## src/design/lrupr_pkg.sv

```systemverilog
// Package for the LRU page replacement core: sizes, register map and
// the structs passed along the cell chain. No dependencies.
package lrupr_pkg;

    localparam int NUM_FRAMES = 8;
    localparam int PAGE_BITS  = 16;

    localparam int IDX_W  = (NUM_FRAMES > 1) ? $clog2(NUM_FRAMES) : 1;
    localparam int RANK_W = IDX_W;
    localparam int CNT_W  = $clog2(NUM_FRAMES + 1);
    localparam int CFG_W  = 4;
    localparam int ADDR_W = 3;

    localparam logic [CFG_W-1:0] FRAMES_RESET = CFG_W'(8);
    localparam logic             REG_FRAMES   = 1'b0;

    typedef logic [IDX_W-1:0]     idx_t;
    typedef logic [RANK_W-1:0]    rank_t;
    typedef logic [RANK_W:0]      old_rank_t;
    typedef logic [PAGE_BITS-1:0] page_t;
    typedef logic [CNT_W-1:0]     cnt_t;

    localparam rank_t     RANK_MAX  = rank_t'(NUM_FRAMES - 1);
    localparam old_rank_t RANK_NONE = old_rank_t'(NUM_FRAMES);
    localparam logic [31:0] FAULT_MAX = 32'hFFFF_FFFF;

    typedef struct packed {
        logic  hit_found;
        idx_t  hit_idx;
        rank_t hit_rank;
        logic  empty_found;
        idx_t  empty_idx;
        logic  best_found;
        idx_t  best_idx;
        rank_t best_rank;
        page_t best_page;
    } acc_t;

    typedef struct packed {
        logic      en;
        logic      clear;
        logic      miss;
        idx_t      frame;
        old_rank_t old_rank;
        page_t     page;
    } upd_t;

endpackage

```

## src/design/lrupr_cell.sv

```systemverilog
// One frame cell: holds page, valid and recency rank, folds its entry into
// the search record from its neighbor, and applies the broadcast update.
// Depends on lrupr_pkg.
module lrupr_cell
    import lrupr_pkg::*;
(
    input  logic clk,
    input  logic rst_n,
    input  idx_t cell_idx,
    input  logic active,
    input  page_t key,
    input  acc_t acc_in,
    output acc_t acc_out,
    input  upd_t upd
);

    logic  valid_reg;
    logic  valid_next;
    rank_t rank_reg;
    rank_t rank_next;
    page_t page_reg;
    page_t page_next;
    acc_t  acc_reg;
    acc_t  acc_next;
    logic  selected;
    logic  older;

    always_comb
    begin
        acc_next = acc_in;
        if (active && valid_reg)
        begin
            if (page_reg == key && !acc_in.hit_found)
            begin
                acc_next.hit_found = 1'b1;
                acc_next.hit_idx   = cell_idx;
                acc_next.hit_rank  = rank_reg;
            end
            if (!acc_in.best_found || rank_reg > acc_in.best_rank)
            begin
                acc_next.best_found = 1'b1;
                acc_next.best_idx   = cell_idx;
                acc_next.best_rank  = rank_reg;
                acc_next.best_page  = page_reg;
            end
        end
        if (active && !valid_reg && !acc_in.empty_found)
        begin
            acc_next.empty_found = 1'b1;
            acc_next.empty_idx   = cell_idx;
        end
    end

    assign selected = active && (cell_idx == upd.frame);
    assign older    = active && valid_reg && ({1'b0, rank_reg} < upd.old_rank)
                      && (rank_reg != RANK_MAX);

    always_comb
    begin
        valid_next = valid_reg;
        rank_next  = rank_reg;
        page_next  = page_reg;
        if (upd.en)
        begin
            if (selected)
            begin
                rank_next = '0;
                if (upd.miss)
                begin
                    valid_next = 1'b1;
                    page_next  = upd.page;
                end
            end
            else if (older)
            begin
                rank_next = rank_reg + rank_t'(1);
            end
            if (upd.clear)
            begin
                valid_next = 1'b0;
                rank_next  = '0;
            end
        end
    end

    always_ff @(posedge clk or negedge rst_n)
    begin
        if (!rst_n)
        begin
            valid_reg <= 1'b0;
            rank_reg  <= '0;
        end
        else
        begin
            valid_reg <= valid_next;
            rank_reg  <= rank_next;
        end
    end

    always_ff @(posedge clk)
    begin
        page_reg <= page_next;
        acc_reg  <= acc_next;
    end

    assign acc_out = acc_reg;

endmodule

```

## src/design/lrupr_cfg.sv

```systemverilog
// APB register block holding frames_in_use and deriving the active frame
// count. Depends on lrupr_pkg.
module lrupr_cfg
    import lrupr_pkg::*;
(
    input  logic              clk,
    input  logic              rst_n,
    input  logic              psel,
    input  logic              penable,
    input  logic              pwrite,
    input  logic [ADDR_W-1:0] paddr,
    input  logic [31:0]       pwdata,
    output logic [31:0]       prdata,
    output logic              pready,
    output cnt_t              active_count
);

    logic [CFG_W-1:0] frames_reg;
    logic [CFG_W-1:0] frames_next;
    logic             wr_en;

    assign pready = 1'b1;
    assign wr_en  = psel && penable && pwrite && (paddr[2] == REG_FRAMES);

    always_comb
    begin
        frames_next = frames_reg;
        if (wr_en)
        begin
            frames_next = pwdata[CFG_W-1:0];
        end
    end

    always_ff @(posedge clk or negedge rst_n)
    begin
        if (!rst_n)
        begin
            frames_reg <= FRAMES_RESET;
        end
        else
        begin
            frames_reg <= frames_next;
        end
    end

    always_comb
    begin
        prdata = '0;
        if (paddr[2] == REG_FRAMES)
        begin
            prdata = {{(32-CFG_W){1'b0}}, frames_reg};
        end
    end

    always_comb
    begin
        if (frames_reg == '0)
        begin
            active_count = cnt_t'(1);
        end
        else if (int'(frames_reg) > NUM_FRAMES)
        begin
            active_count = cnt_t'(NUM_FRAMES);
        end
        else
        begin
            active_count = cnt_t'(frames_reg);
        end
    end

endmodule

```

## src/design/lru_page_replacement_core.sv

```systemverilog
// Top level of the LRU page replacement core: control, cell chain and
// result register. Depends on lrupr_pkg, lrupr_cell and lrupr_cfg.
//
// Usage:
//   Input channel (in_valid/in_stall) carries page_number and last_access.
//   Output channel (out_valid/out_stall) carries hit, frame_index,
//   evicted_valid, evicted_page and fault_count, one result per transaction.
//   A transaction is taken when valid is high and stall is low.
//   The search record walks the frame cells one cell per cycle, then the
//   update state applies the update to all cells and registers the result.
//   A new transaction is taken while a finished result still waits in the
//   output register; its update holds while the receiver stalls.
//   The input stalls from acceptance until the update is done.
//   last_access clears frames, ranks and the fault count after its result.
//   Reset: all frames empty, ranks zero, fault count zero, frames_in_use 8.
//   frames_in_use is written through the APB port by the user, who must do
//   so only while the core is idle; the core itself does not enforce this.
module lru_page_replacement_core
    import lrupr_pkg::*;
(
    input  logic              clk,
    input  logic              rst_n,
    input  logic              psel,
    input  logic              penable,
    input  logic              pwrite,
    input  logic [ADDR_W-1:0] paddr,
    input  logic [31:0]       pwdata,
    output logic [31:0]       prdata,
    output logic              pready,
    input  logic              in_valid,
    output logic              in_stall,
    input  logic [15:0]       page_number,
    input  logic              last_access,
    output logic              out_valid,
    input  logic              out_stall,
    output logic              hit,
    output logic [2:0]        frame_index,
    output logic              evicted_valid,
    output logic [15:0]       evicted_page,
    output logic [31:0]       fault_count
);

    typedef enum logic [1:0] {
        ST_IDLE,
        ST_SEARCH,
        ST_UPDATE
    } state_t;

    state_t      state_reg;
    cnt_t        cnt_reg;
    page_t       key_reg;
    logic        last_reg;
    logic [31:0] fault_reg;
    logic        out_valid_reg;
    logic        hit_reg;
    idx_t        frame_reg;
    logic        ev_valid_reg;
    page_t       ev_page_reg;
    logic [31:0] fault_out_reg;

    cnt_t        active_count;
    acc_t        acc_chain [NUM_FRAMES+1];
    acc_t        tail;
    upd_t        upd;
    logic        in_accept;
    logic        slot_free;
    logic        ev_valid;
    page_t       ev_page;
    logic [31:0] fault_next;

    lrupr_cfg u_cfg (
        .clk          (clk),
        .rst_n        (rst_n),
        .psel         (psel),
        .penable      (penable),
        .pwrite       (pwrite),
        .paddr        (paddr),
        .pwdata       (pwdata),
        .prdata       (prdata),
        .pready       (pready),
        .active_count (active_count)
    );

    assign acc_chain[0] = '0;

    for (genvar i = 0; i < NUM_FRAMES; i++)
    begin : g_cell
        lrupr_cell u_cell (
            .clk      (clk),
            .rst_n    (rst_n),
            .cell_idx (idx_t'(i)),
            .active   (cnt_t'(i) < active_count),
            .key      (key_reg),
            .acc_in   (acc_chain[i]),
            .acc_out  (acc_chain[i+1]),
            .upd      (upd)
        );
    end

    assign tail      = acc_chain[NUM_FRAMES];
    assign in_stall  = (state_reg != ST_IDLE);
    assign in_accept = in_valid && !in_stall;
    assign slot_free = !out_valid_reg || !out_stall;

    always_comb
    begin
        upd.en    = (state_reg == ST_UPDATE) && slot_free;
        upd.clear = last_reg;
        upd.miss  = !tail.hit_found;
        upd.page  = key_reg;
        ev_valid  = 1'b0;
        ev_page   = '0;
        if (tail.hit_found)
        begin
            upd.frame    = tail.hit_idx;
            upd.old_rank = {1'b0, tail.hit_rank};
        end
        else if (tail.empty_found)
        begin
            upd.frame    = tail.empty_idx;
            upd.old_rank = RANK_NONE;
        end
        else
        begin
            upd.frame    = tail.best_idx;
            upd.old_rank = {1'b0, tail.best_rank};
            ev_valid     = 1'b1;
            ev_page      = tail.best_page;
        end
        fault_next = fault_reg;
        if (!tail.hit_found && fault_reg != FAULT_MAX)
        begin
            fault_next = fault_reg + 32'd1;
        end
    end

    always_ff @(posedge clk or negedge rst_n)
    begin
        if (!rst_n)
        begin
            state_reg     <= ST_IDLE;
            cnt_reg       <= '0;
            fault_reg     <= '0;
            out_valid_reg <= 1'b0;
        end
        else
        begin
            if (upd.en)
            begin
                out_valid_reg <= 1'b1;
            end
            else if (out_valid_reg && !out_stall)
            begin
                out_valid_reg <= 1'b0;
            end
            case (state_reg)
                ST_IDLE:
                begin
                    if (in_accept)
                    begin
                        cnt_reg   <= '0;
                        state_reg <= ST_SEARCH;
                    end
                end
                ST_SEARCH:
                begin
                    cnt_reg <= cnt_reg + cnt_t'(1);
                    if (cnt_reg == cnt_t'(NUM_FRAMES - 1))
                    begin
                        state_reg <= ST_UPDATE;
                    end
                end
                ST_UPDATE:
                begin
                    if (slot_free)
                    begin
                        fault_reg <= last_reg ? '0 : fault_next;
                        state_reg <= ST_IDLE;
                    end
                end
                default:
                begin
                    state_reg <= ST_IDLE;
                end
            endcase
        end
    end

    always_ff @(posedge clk)
    begin
        if (in_accept)
        begin
            key_reg  <= page_number[PAGE_BITS-1:0];
            last_reg <= last_access;
        end
        if (upd.en)
        begin
            hit_reg       <= tail.hit_found;
            frame_reg     <= upd.frame;
            ev_valid_reg  <= ev_valid;
            ev_page_reg   <= ev_page;
            fault_out_reg <= fault_next;
        end
    end

    assign out_valid     = out_valid_reg;
    assign hit           = hit_reg;
    assign frame_index   = 3'(frame_reg);
    assign evicted_valid = ev_valid_reg;
    assign evicted_page  = 16'(ev_page_reg);
    assign fault_count   = fault_out_reg;

`ifndef NO_ASSERTIONS
    a_result_from_update: assert property (@(posedge clk) disable iff (!rst_n)
        $rose(out_valid) |-> $past(state_reg == ST_UPDATE))
        else $error("result appeared without an update cycle");

    a_hit_no_evict: assert property (@(posedge clk) disable iff (!rst_n)
        out_valid |-> !(hit && evicted_valid))
        else $error("hit reported together with an eviction");

    a_miss_counts: assert property (@(posedge clk) disable iff (!rst_n)
        out_valid && !hit |-> fault_count != 32'd0)
        else $error("fault reported with zero fault count");

    a_no_accept_busy: assert property (@(posedge clk) disable iff (!rst_n)
        (state_reg == ST_SEARCH) |=> (state_reg != ST_IDLE))
        else $error("search ended without an update cycle");
`endif

endmodule

```

## config.mk

```make
export PLATFORM = sky130hd
export DESIGN_NAME = lru_page_replacement_core
export DESIGN_NICKNAME = d
export VERILOG_FILES = /design/src/design/lrupr_pkg.sv /design/src/design/lrupr_cell.sv /design/src/design/lrupr_cfg.sv /design/src/design/lru_page_replacement_core.sv
export SDC_FILE = /design/constraint.sdc
export NUM_CORES = 1
export LEC_CHECK = 0
export ABC_AREA = 1
export BUFFER_PORTS_ARGS = -buffer_cell sky130_fd_sc_hd__buf_2
export CAP_MARGIN = 10
export CORE_UTILIZATION = 55
export DETAILED_ROUTE_END_ITERATION = 8
export PLACE_DENSITY = 0.72
export SLEW_MARGIN = 20
export SYNTH_ARGS = -nofsm -noshare
export SYNTH_HDL_FRONTEND = slang
export SYNTH_SLANG_ARGS = --single-unit
```

## constraint.sdc

```tcl
create_clock -name clk -period 3.27 [get_ports clk]
set_input_delay 0.654 -clock clk [delete_from_list [all_inputs] [get_ports clk]]
set_output_delay 0.654 -clock clk [all_outputs]
set_load 0.01 [all_outputs]
```

==> metrics.md, run 1 <==
| Metric | Value |
|---|---|
| Outcome | `complete, no violations` |
| Post-DP HPWL | `35300 um` |
| TritonCTS Buffers | `53` |
| Max Clock Skew | `0.0229 ns` |
| Syn-to-layout area delta | `12.0%` |
| Least-Margin Pin Slew | `0.995 ns` |
| Max cap viols | `0` |
| Int Pwr | `13300 uW` |
| Worst path most repeated cell | `nand2_1` |
| Clock slew at reported path FFs | `0.06 ns` |
| Setup crit start kind | `flop` |
| Most area-hungry cell type in the Yosys netlist | `edfxtp_1` |
| Final hold vios | `0` |
| CTS H-tree depth | `2` |
| Setup TNS | `0 ns` |
| Post-synth top flop | `dfxtp_1` |
| Cells along the critical path | `nor2_4, nand2_1, nand2_1, nor2_1, nand2_2, nor2_4, nand2_1, inv_1` |
| Clock Sinks | `523` |
| Crit Path Category | `reg -> reg` |
| Pwr per Cell Area | `770 nW/um^2` |
| FF+latch count, synth | `523` |
| Distinct cells, synth | `48` |
| Gpl congestion | `0.919` |
| Max reg flops | `250` |
| Pwr Total | `19100 uW` |
| Antenna-violating nets left | `0` |
| Seq/Total Area, Yosys | `57.8%` |
| Initial antenna violation count | `0` |
| Via count | `15800` |
| Core Area | `39700 um^2` |
| CP arrival | `2.84 ns` |
| Crit-path max cell delay | `0.75 ns` |
| Comb pwr share | `21.3%` |
| VDD IR max | `557 uV` |
| # DRC | `0` |
| Bufs and invs on worst path | `1` |
| Finished Layout Cells | `3131` |
| Worst-Skew Late Latency | `0.61 ns` |
| Minimum clock period | `2.60 ns` |
| CTS tree | `built` |
| Setup Buffers After CTS | `0` |
| Vias/cell | `5.05` |
| CP top delay family | `simple AND/OR/NAND/NOR gates` |
| Synth Cell Area | `22200 um^2` |
| P_leak | `0.0113 uW` |
| Die Y | `203 um` |
| First DRT Iteration DRCs | `887` |
| Avg WL per Cell | `15.4 um` |
| # fillers | `3303` |
| Psw | `5820 uW` |
| Final net count | `2676` |
| Total gr overflow | `0` |
| Clock tree root driver cell | `clkbuf_16` |
| Routed WL | `48100 um` |
| Routing usage on met1 | `30.7%` |
| Share of cells above drive strength 1 | `11.3%` |
| Met3 GRT Util | `4.30%` |
| Drt first pass iters | `5` |
| Unrepaired setup endpoints after global routing | `false` |
| CP max-delay cell | `dfxtp_1` |
| Critical Path Sink Type | `flop` |
| Normalized max-slew margin | `33.7%` |
| CTS Hold Buffers Added | `0` |
| First-pass GRT wire length | `78600 um` |
| Async set-reset flop share out of synthesis | `14.3%` |
| WP data required | `3.51 ns` |
| GR peak layer | `met2` |
| Synthesized area per cell | `9.05 um^2` |
| Port Buffers | `87` |
| Die area | `41100 um^2` |
| Area contributors post-synth | `edfxtp_1 (27%), dfxtp_1 (23%), nand2_1 (13%)` |
| Cell count after synthesis | `2450` |
| Max Root-Sink Buffers | `3` |
| Period utilization | `79.6%` |
| Rows | `73` |
| Vias in the first global route | `15700` |
| Multi-input logic area | `7720 um^2` |
| Synth top area share | `26.8%` |
| # resized after CTS | `0` |
| Final Slew Violations | `0` |
| Placed cells | `3032` |
| Register area | `12800 um^2` |
| Final Setup Violations | `0` |
| GRT Total Usage | `24.1%` |
| Ant diodes | `0` |
| I/O pin count | `147` |
| Largest net degree at the start of global routing | `76` |
| Post-synth EDFFs | `198` |
| Hold crit path type | `in -> async` |
| CP Max Fanout | `16` |
| Max Clk Rate | `384 MHz` |
| Initial Utilization | `55.8%` |
| Met2 Use GR | `40.9%` |
| Synth warn | `0` |
| Die X | `203 um` |
| Share of power burned in the clock network | `32.1%` |
| Sw Ratio | `30.4%` |
| Flop pwr share | `46.6%` |
final cells by class:
class / instances / area share [%]
Clock buffer: 69 / 5.74
Clock inverter: 30 / 1.40
Inverter: 303 / 4.59
Multi-Input combinational cell: 1557 / 31.1
Sequential cell: 523 / 51.6
Tap cell: 525 / 2.64
Timing Repair Buffer: 124 / 2.90
synthesized netlist by cell type, types with 18 or more instances:
library cell	count
and2_1	20
buf_4	34
o21ai_0	124
nand2_1	747
a21oi_1	24
nor2_1	179
xnor2_1	38
dfrtp_1	74
nand3_1	135
inv_1	288
nor3_1	28
ha_1	55
nand2_2	18
o22ai_1	22
buf_2	34
xor2_1	41
dfxtp_1	250
edfxtp_1	198
power by group through the flow:
stage	combinational (uW)	sequential [uW]	clock, uW
after global placement	3900	9020	0
after floorplan	2990	8860	0
final	4080	8910	6140
after detailed placement	4050	9040	0
after CTS	4080	8920	6250
after global routing	4660	9040	6530
logic make-up after synthesis:
group / synth area share, %
mux: 0.863
buf+inv: 7.84
fa+ha+maj: 3.10
xor+xnor: 3.12
flops: 57.8
other cells: 0.0339
compound gates: 4.64
simple gates: 22.6
metrics by stage:
stage / hold WS, ns / setup WS [ns] / util, % / cell area (um^2)
final: 0.0926 / 0.669 / 62.5 / 24800
after global routing: 0.141 / 0.418 / 62.5 / 24800
after CTS: 0.184 / 0.654 / 62.5 / 24800
after detailed placement: 0.394 / 0.668 / 58.1 / 23100
after global placement: 0.391 / 0.771 / 58.1 / 23100
after floorplan: 0.358 / 0.234 / - / 22300
worst paths after layout:
check,start,to,slack (ns),cells past startpoint
max in group asynchronous,rst_n,state_reg[0]$_DFFE_PN0P_,2.63,1
min in group clk,page_number[4],key_reg[4]$_DFFE_PP_,0.21,1
setup reg to reg,g_cell[7].u_cell.acc_out[33]$_DFF_P_,g_cell[4].u_cell.page_reg[14]$_DFFE_PP_,0.67,8
hold / removal,rst_n,fault_reg[13]$_DFFE_PN0P_,0.09,1
setup / recovery,g_cell[7].u_cell.acc_out[33]$_DFF_P_,g_cell[4].u_cell.page_reg[14]$_DFFE_PP_,0.67,8
hold reg to reg,g_cell[6].u_cell.acc_out[24]$_SDFF_PP1_,g_cell[7].u_cell.acc_out[24]$_SDFF_PP1_,0.39,2
per-layer routing:
layer	part of all wire (%)	routed length [um]	vias to the layer above
li1	-	-	7941
met1	43	20800	7320
met2	48	23000	450
met3	5.8	2810	106
met4	3.3	1570	0
met5	0	0	-
cells in the final DEF (no fill, tap or decap), types with 3 or more instances in the layout:
cell type / Yosys / final
nor3_1: 28 / 28
nor2_4: 8 / 8
nand2_1: 747 / 747
nand3_2: 3 / 3
o22ai_1: 22 / 22
or2_1: 4 / 4
clkinv_2: 1 / 14
clkinv_1: 0 / 7
nor2_2: 6 / 6
nand2_2: 18 / 18
inv_2: 13 / 13
nand3_1: 135 / 135
mux2_2: 17 / 17
dfrtp_1: 74 / 74
inv_1: 288 / 288
dfxtp_1: 250 / 250
conb_1: 2 / 29
nor2_1: 179 / 179
and2_1: 20 / 20
edfxtp_1: 198 / 198
clkbuf_8: 0 / 4
clkbuf_16: 0 / 53
nor3_2: 3 / 3
buf_4: 34 / 37
xnor2_1: 38 / 38
nand4_1: 14 / 14
or2_2: 14 / 14
o21ai_1: 7 / 7
a22o_1: 3 / 3
clkbuf_1: 16 / 12
buf_2: 34 / 86
ha_1: 55 / 55
a21oi_1: 24 / 24
bufinv_16: 0 / 7
xor2_1: 41 / 41
o21ai_0: 124 / 124
Power figures use the tool's default switching activity.
==> run 2: changes to the inputs <==
Settings changed: ABC_AREA 1 to 0, CORE_UTILIZATION 55 to 54, PLACE_DENSITY 0.72 to 0.74.
Clock period 3.27 ns to 2.1 ns, I/O delays scaled along.
==> run 2 against run 1 <==
  * The run now ends with negative setup slack left
  * Wire length shrank 3.0%
  * Via count shrank 14%
  * Cell count shrank 20%
  * Cell area grew 8.4%
  * Synthesized cell count shrank 33%
  * Clock power grew 51%
==> metrics.md, run 2 <==
| Metric | Value |
|---|---|
| Hold crit path type | `in -> reg` |
| Unrepaired setup endpoints after global routing | `true` |
| TritonCTS Buffers | `51 (-3.8%)` |
| CP max-delay cell | `or3b_1` |
| Final Slew Violations | `0 (unchanged)` |
| Gpl congestion | `0.890 (-3.1%)` |
| Critical Path Sink Type | `flop` |
| Drt first pass iters | `5 (unchanged)` |
| Avg WL per Cell | `18.7 um (+21%)` |
| Cell count after synthesis | `1632 (-33%)` |
| Synth cell count leaders | `dfxtp_1 (250), edfxtp_1 (198), mux2_2 (163)` |
| CTS tree | `built` |
| Violated checks | `negative setup slack` |
| Vias in the first global route | `13400 (-14%)` |
| Cells along the critical path | `buf_4, or3b_1, buf_6, a31o_2, a311oi_2, nor3b_4, a22o_1` |
| CP Max Fanout | `12 (-4)` |
| Max Root-Sink Buffers | `3 (unchanged)` |
| Rows | `72 (-1.4%)` |
| Most common cell in the synthesized netlist | `dfxtp_1` |
| P_leak | `0.0109 uW (-3.4%)` |
| Minimum hold slack | `0.0539 ns (-0.0387 ns)` |
| First DRT Iteration DRCs | `842 (-5.1%)` |
| Post-synth EDFFs | `198 (unchanged)` |
| Initial antenna violation count | `0 (unchanged)` |
| Most area-hungry cell type in the Yosys netlist | `edfxtp_1` |
| Synth Cell Area | `21300 um^2 (-4.0%)` |
| Syn-to-layout area delta | `26.5%` |
| WP data required | `2.63 ns (-0.88 ns)` |
| I/O pin count | `147 (unchanged)` |
| Setup crit start kind | `flop` |
| Final WS setup | `-0.147 ns (-0.815 ns)` |
| Core Area | `38700 um^2 (-2.5%)` |
| Crit-path max cell delay | `0.39 ns (-0.36 ns)` |
| Clock slew at reported path FFs | `0.06 ns (about the same)` |
| Clock tree root driver cell | `clkbuf_16` |
| Antenna-violating nets left | `0 (unchanged)` |
| Normalized max-slew margin | `61.3% (+28 points)` |
| Final net count | `2055 (-23%)` |
| Max cap viols | `0 (unchanged)` |
| Vias/cell | `5.42 (+7.3%)` |
| Share of cells above drive strength 1 | `36.6% (+25 points)` |
| Crit Path Category | `reg -> reg` |
| Via count | `13600 (-14%)` |
| Outcome | `finished, violations left` |
| Most frequent cells in the layout | `dfxtp_1 (248), edfxtp_1 (198), buf_4 (164), mux2_2 (141), xor2_1 (106)` |
| First-pass GRT wire length | `71400 um (-9.2%)` |
| Most common cell after layout, fill and taps aside | `dfxtp_1` |
| Routed WL | `46700 um (-3.0%)` |
| Die Y | `201 um (-1.1%)` |
| Period utilization | `107% (+27 points)` |
| Worst-Skew Late Latency | `0.61 ns (about the same)` |
| Total gr overflow | `0 (unchanged)` |
| Max Clk Rate | `445 MHz (+16%)` |
| Pwr per Cell Area | `1140 nW/um^2 (+49%)` |
| Final hold vios | `0 (unchanged)` |
| Setup TNS | `-2.78 ns (-2.78 ns)` |
| Least-Margin Pin Slew | `0.574 ns (-0.421 ns)` |
| Clock Sinks | `523 (unchanged)` |
| Pre-CTS setup slack | `-0.281 ns (-0.949 ns)` |
| FF+latch count, synth | `523 (unchanged)` |
| Synthesized area per cell | `13.0 um^2 (+44%)` |
| GRT Total Usage | `22.2% (-1.9 points)` |
| # DRC | `0 (unchanged)` |
| Port Buffers | `87 (unchanged)` |
| Post-synth top flop | `dfxtp_1` |
| Post-DP HPWL | `30800 um (-13%)` |
| Distinct cells, synth | `82 (+71%)` |
| Largest net degree at the start of global routing | `53 (-30%)` |
| Max reg flops | `250 (unchanged)` |
| Initial Utilization | `55.0% (-0.88 points)` |
| Minimum clock period | `2.25 ns (-0.355 ns)` |
| Die X | `201 um (-1.1%)` |
| Max Clock Skew | `0.0301 ns (+0.00720 ns)` |
| CTS H-tree depth | `2 (unchanged)` |
| Final Instance Area | `26900 um^2 (+8.4%)` |
| Pwr Total | `30800 uW (+61%)` |
| VDD IR max | `926 uV (+66%)` |
| Synth top area share | `27.9% (+1.1 points)` |
| Seq/Total Area, Yosys | `60.3% (+2.4 points)` |
| Die area | `40200 um^2 (-2.2%)` |
| Area contributors post-synth | `edfxtp_1 (28%), dfxtp_1 (24%), dfrtp_1 (8.7%)` |
| Async set-reset flop share out of synthesis | `14.3% (unchanged)` |
| Synth warn | `0 (unchanged)` |
| Final Setup Violations | `48 (+48)` |
| CP arrival | `2.78 ns (-0.06 ns)` |
| Ant diodes | `0 (unchanged)` |
| Area after DPL | `23700 um^2 (+2.8%)` |
==> run 2: routing by layer <==
| layer | vias up | global-route usage (%) | wire [um] |
|---|---|---|---|
| met1 | 6596 | 29.5 | 20200 |
| met3 | 106 | 3.34 | 2270 |
| met5 | - | 0 | 0 |
| li1 | 6434 | - | - |
| met4 | 0 | 9.71 | 1470 |
| met2 | 420 | 36.3 | 22700 |
==> run 2: where the power goes <==
| part | total [uW] | internal, uW | switching, uW | leakage, uW |
|---|---|---|---|---|
| sequential | 13700 | 12800 | 906 | 0.00474 |
| clock | 9250 | 5360 | 3890 | 0.000866 |
| combinational | 7810 | 4080 | 3730 | 0.00533 |
==> run 2: cell families after synthesis <==
family                   after synthesis  synth area share, %
flip-flops                           523                 60.3
AND/OR/NAND/NOR                      405                 11.2
multiplexers                         177                 9.28
AO/OA/AOI/OAI                        160                 5.86
XOR/XNOR                             160                 6.58
buffers and inverters                150                 3.54
adder cells (fa/ha/maj)               55                 3.23
other                                  2               0.0353
==> run 2: stage by stage <==
step           utilization, %  instances
6_report                 69.5       2501
5_1_grt                  69.5       2501
4_1_cts                  67.3       2458
3_5_place_dp             61.2       2335
3_3_place_gp             61.2       2335
2_1_floorplan               -       1659
==> run 2: what timing repair did <==
action                                 CTS  global route
resized for setup                       62           106
pin swaps                               22            52
endpoints found under the hold margin   41             0
hold buffers                            18             0
cloned                                   1             2
setup buffers                            9            42
setup endpoints to repair              182           219
==> run 2: critical path: cells and delay by family, from the launching register on <==
kind                   cells  cell delay [ns]
AOI/OAI and AO/OA          3             0.77
and+or+nand+nor            2             0.68
DFF                        1             0.36
buffers and inverters      2             0.36
==> run 2: worst paths after layout <==
check	end	depth (start not counted)	startpoint	slack [ns]
min in group asynchronous	u_cfg.frames_reg[0]$_DFFE_PN0P_	2	rst_n	0.28
worst max-delay path	g_cell[5].u_cell.rank_reg[1]$_DFFE_PN0P_	7	g_cell[7].u_cell.acc_out[33]$_DFF_P_	-0.15
max in group asynchronous	fault_reg[8]$_DFFE_PN0P_	3	rst_n	1.16
worst min-delay path	u_cfg.frames_reg[0]$_DFFE_PN0P_	2	pwdata[0]	0.05
worst min register to register	g_cell[7].u_cell.acc_out[24]$_SDFF_PP1_	1	g_cell[6].u_cell.acc_out[24]$_SDFF_PP1_	0.41
worst max register to register	g_cell[5].u_cell.rank_reg[1]$_DFFE_PN0P_	7	g_cell[7].u_cell.acc_out[33]$_DFF_P_	-0.15
==> run 2: cell type report <==
| cell class | count | area [um^2] |
|---|---|---|
| clock inverters | 19 | 215 |
| fillers | 2582 | 11800 |
| repair buffers | 330 | 2850 |
| flip-flops and latches | 523 | 12800 |
| clock buffers | 76 | 1540 |
| multi-input cells | 986 | 8660 |
| inverters | 49 | 184 |
| well taps | 518 | 648 |
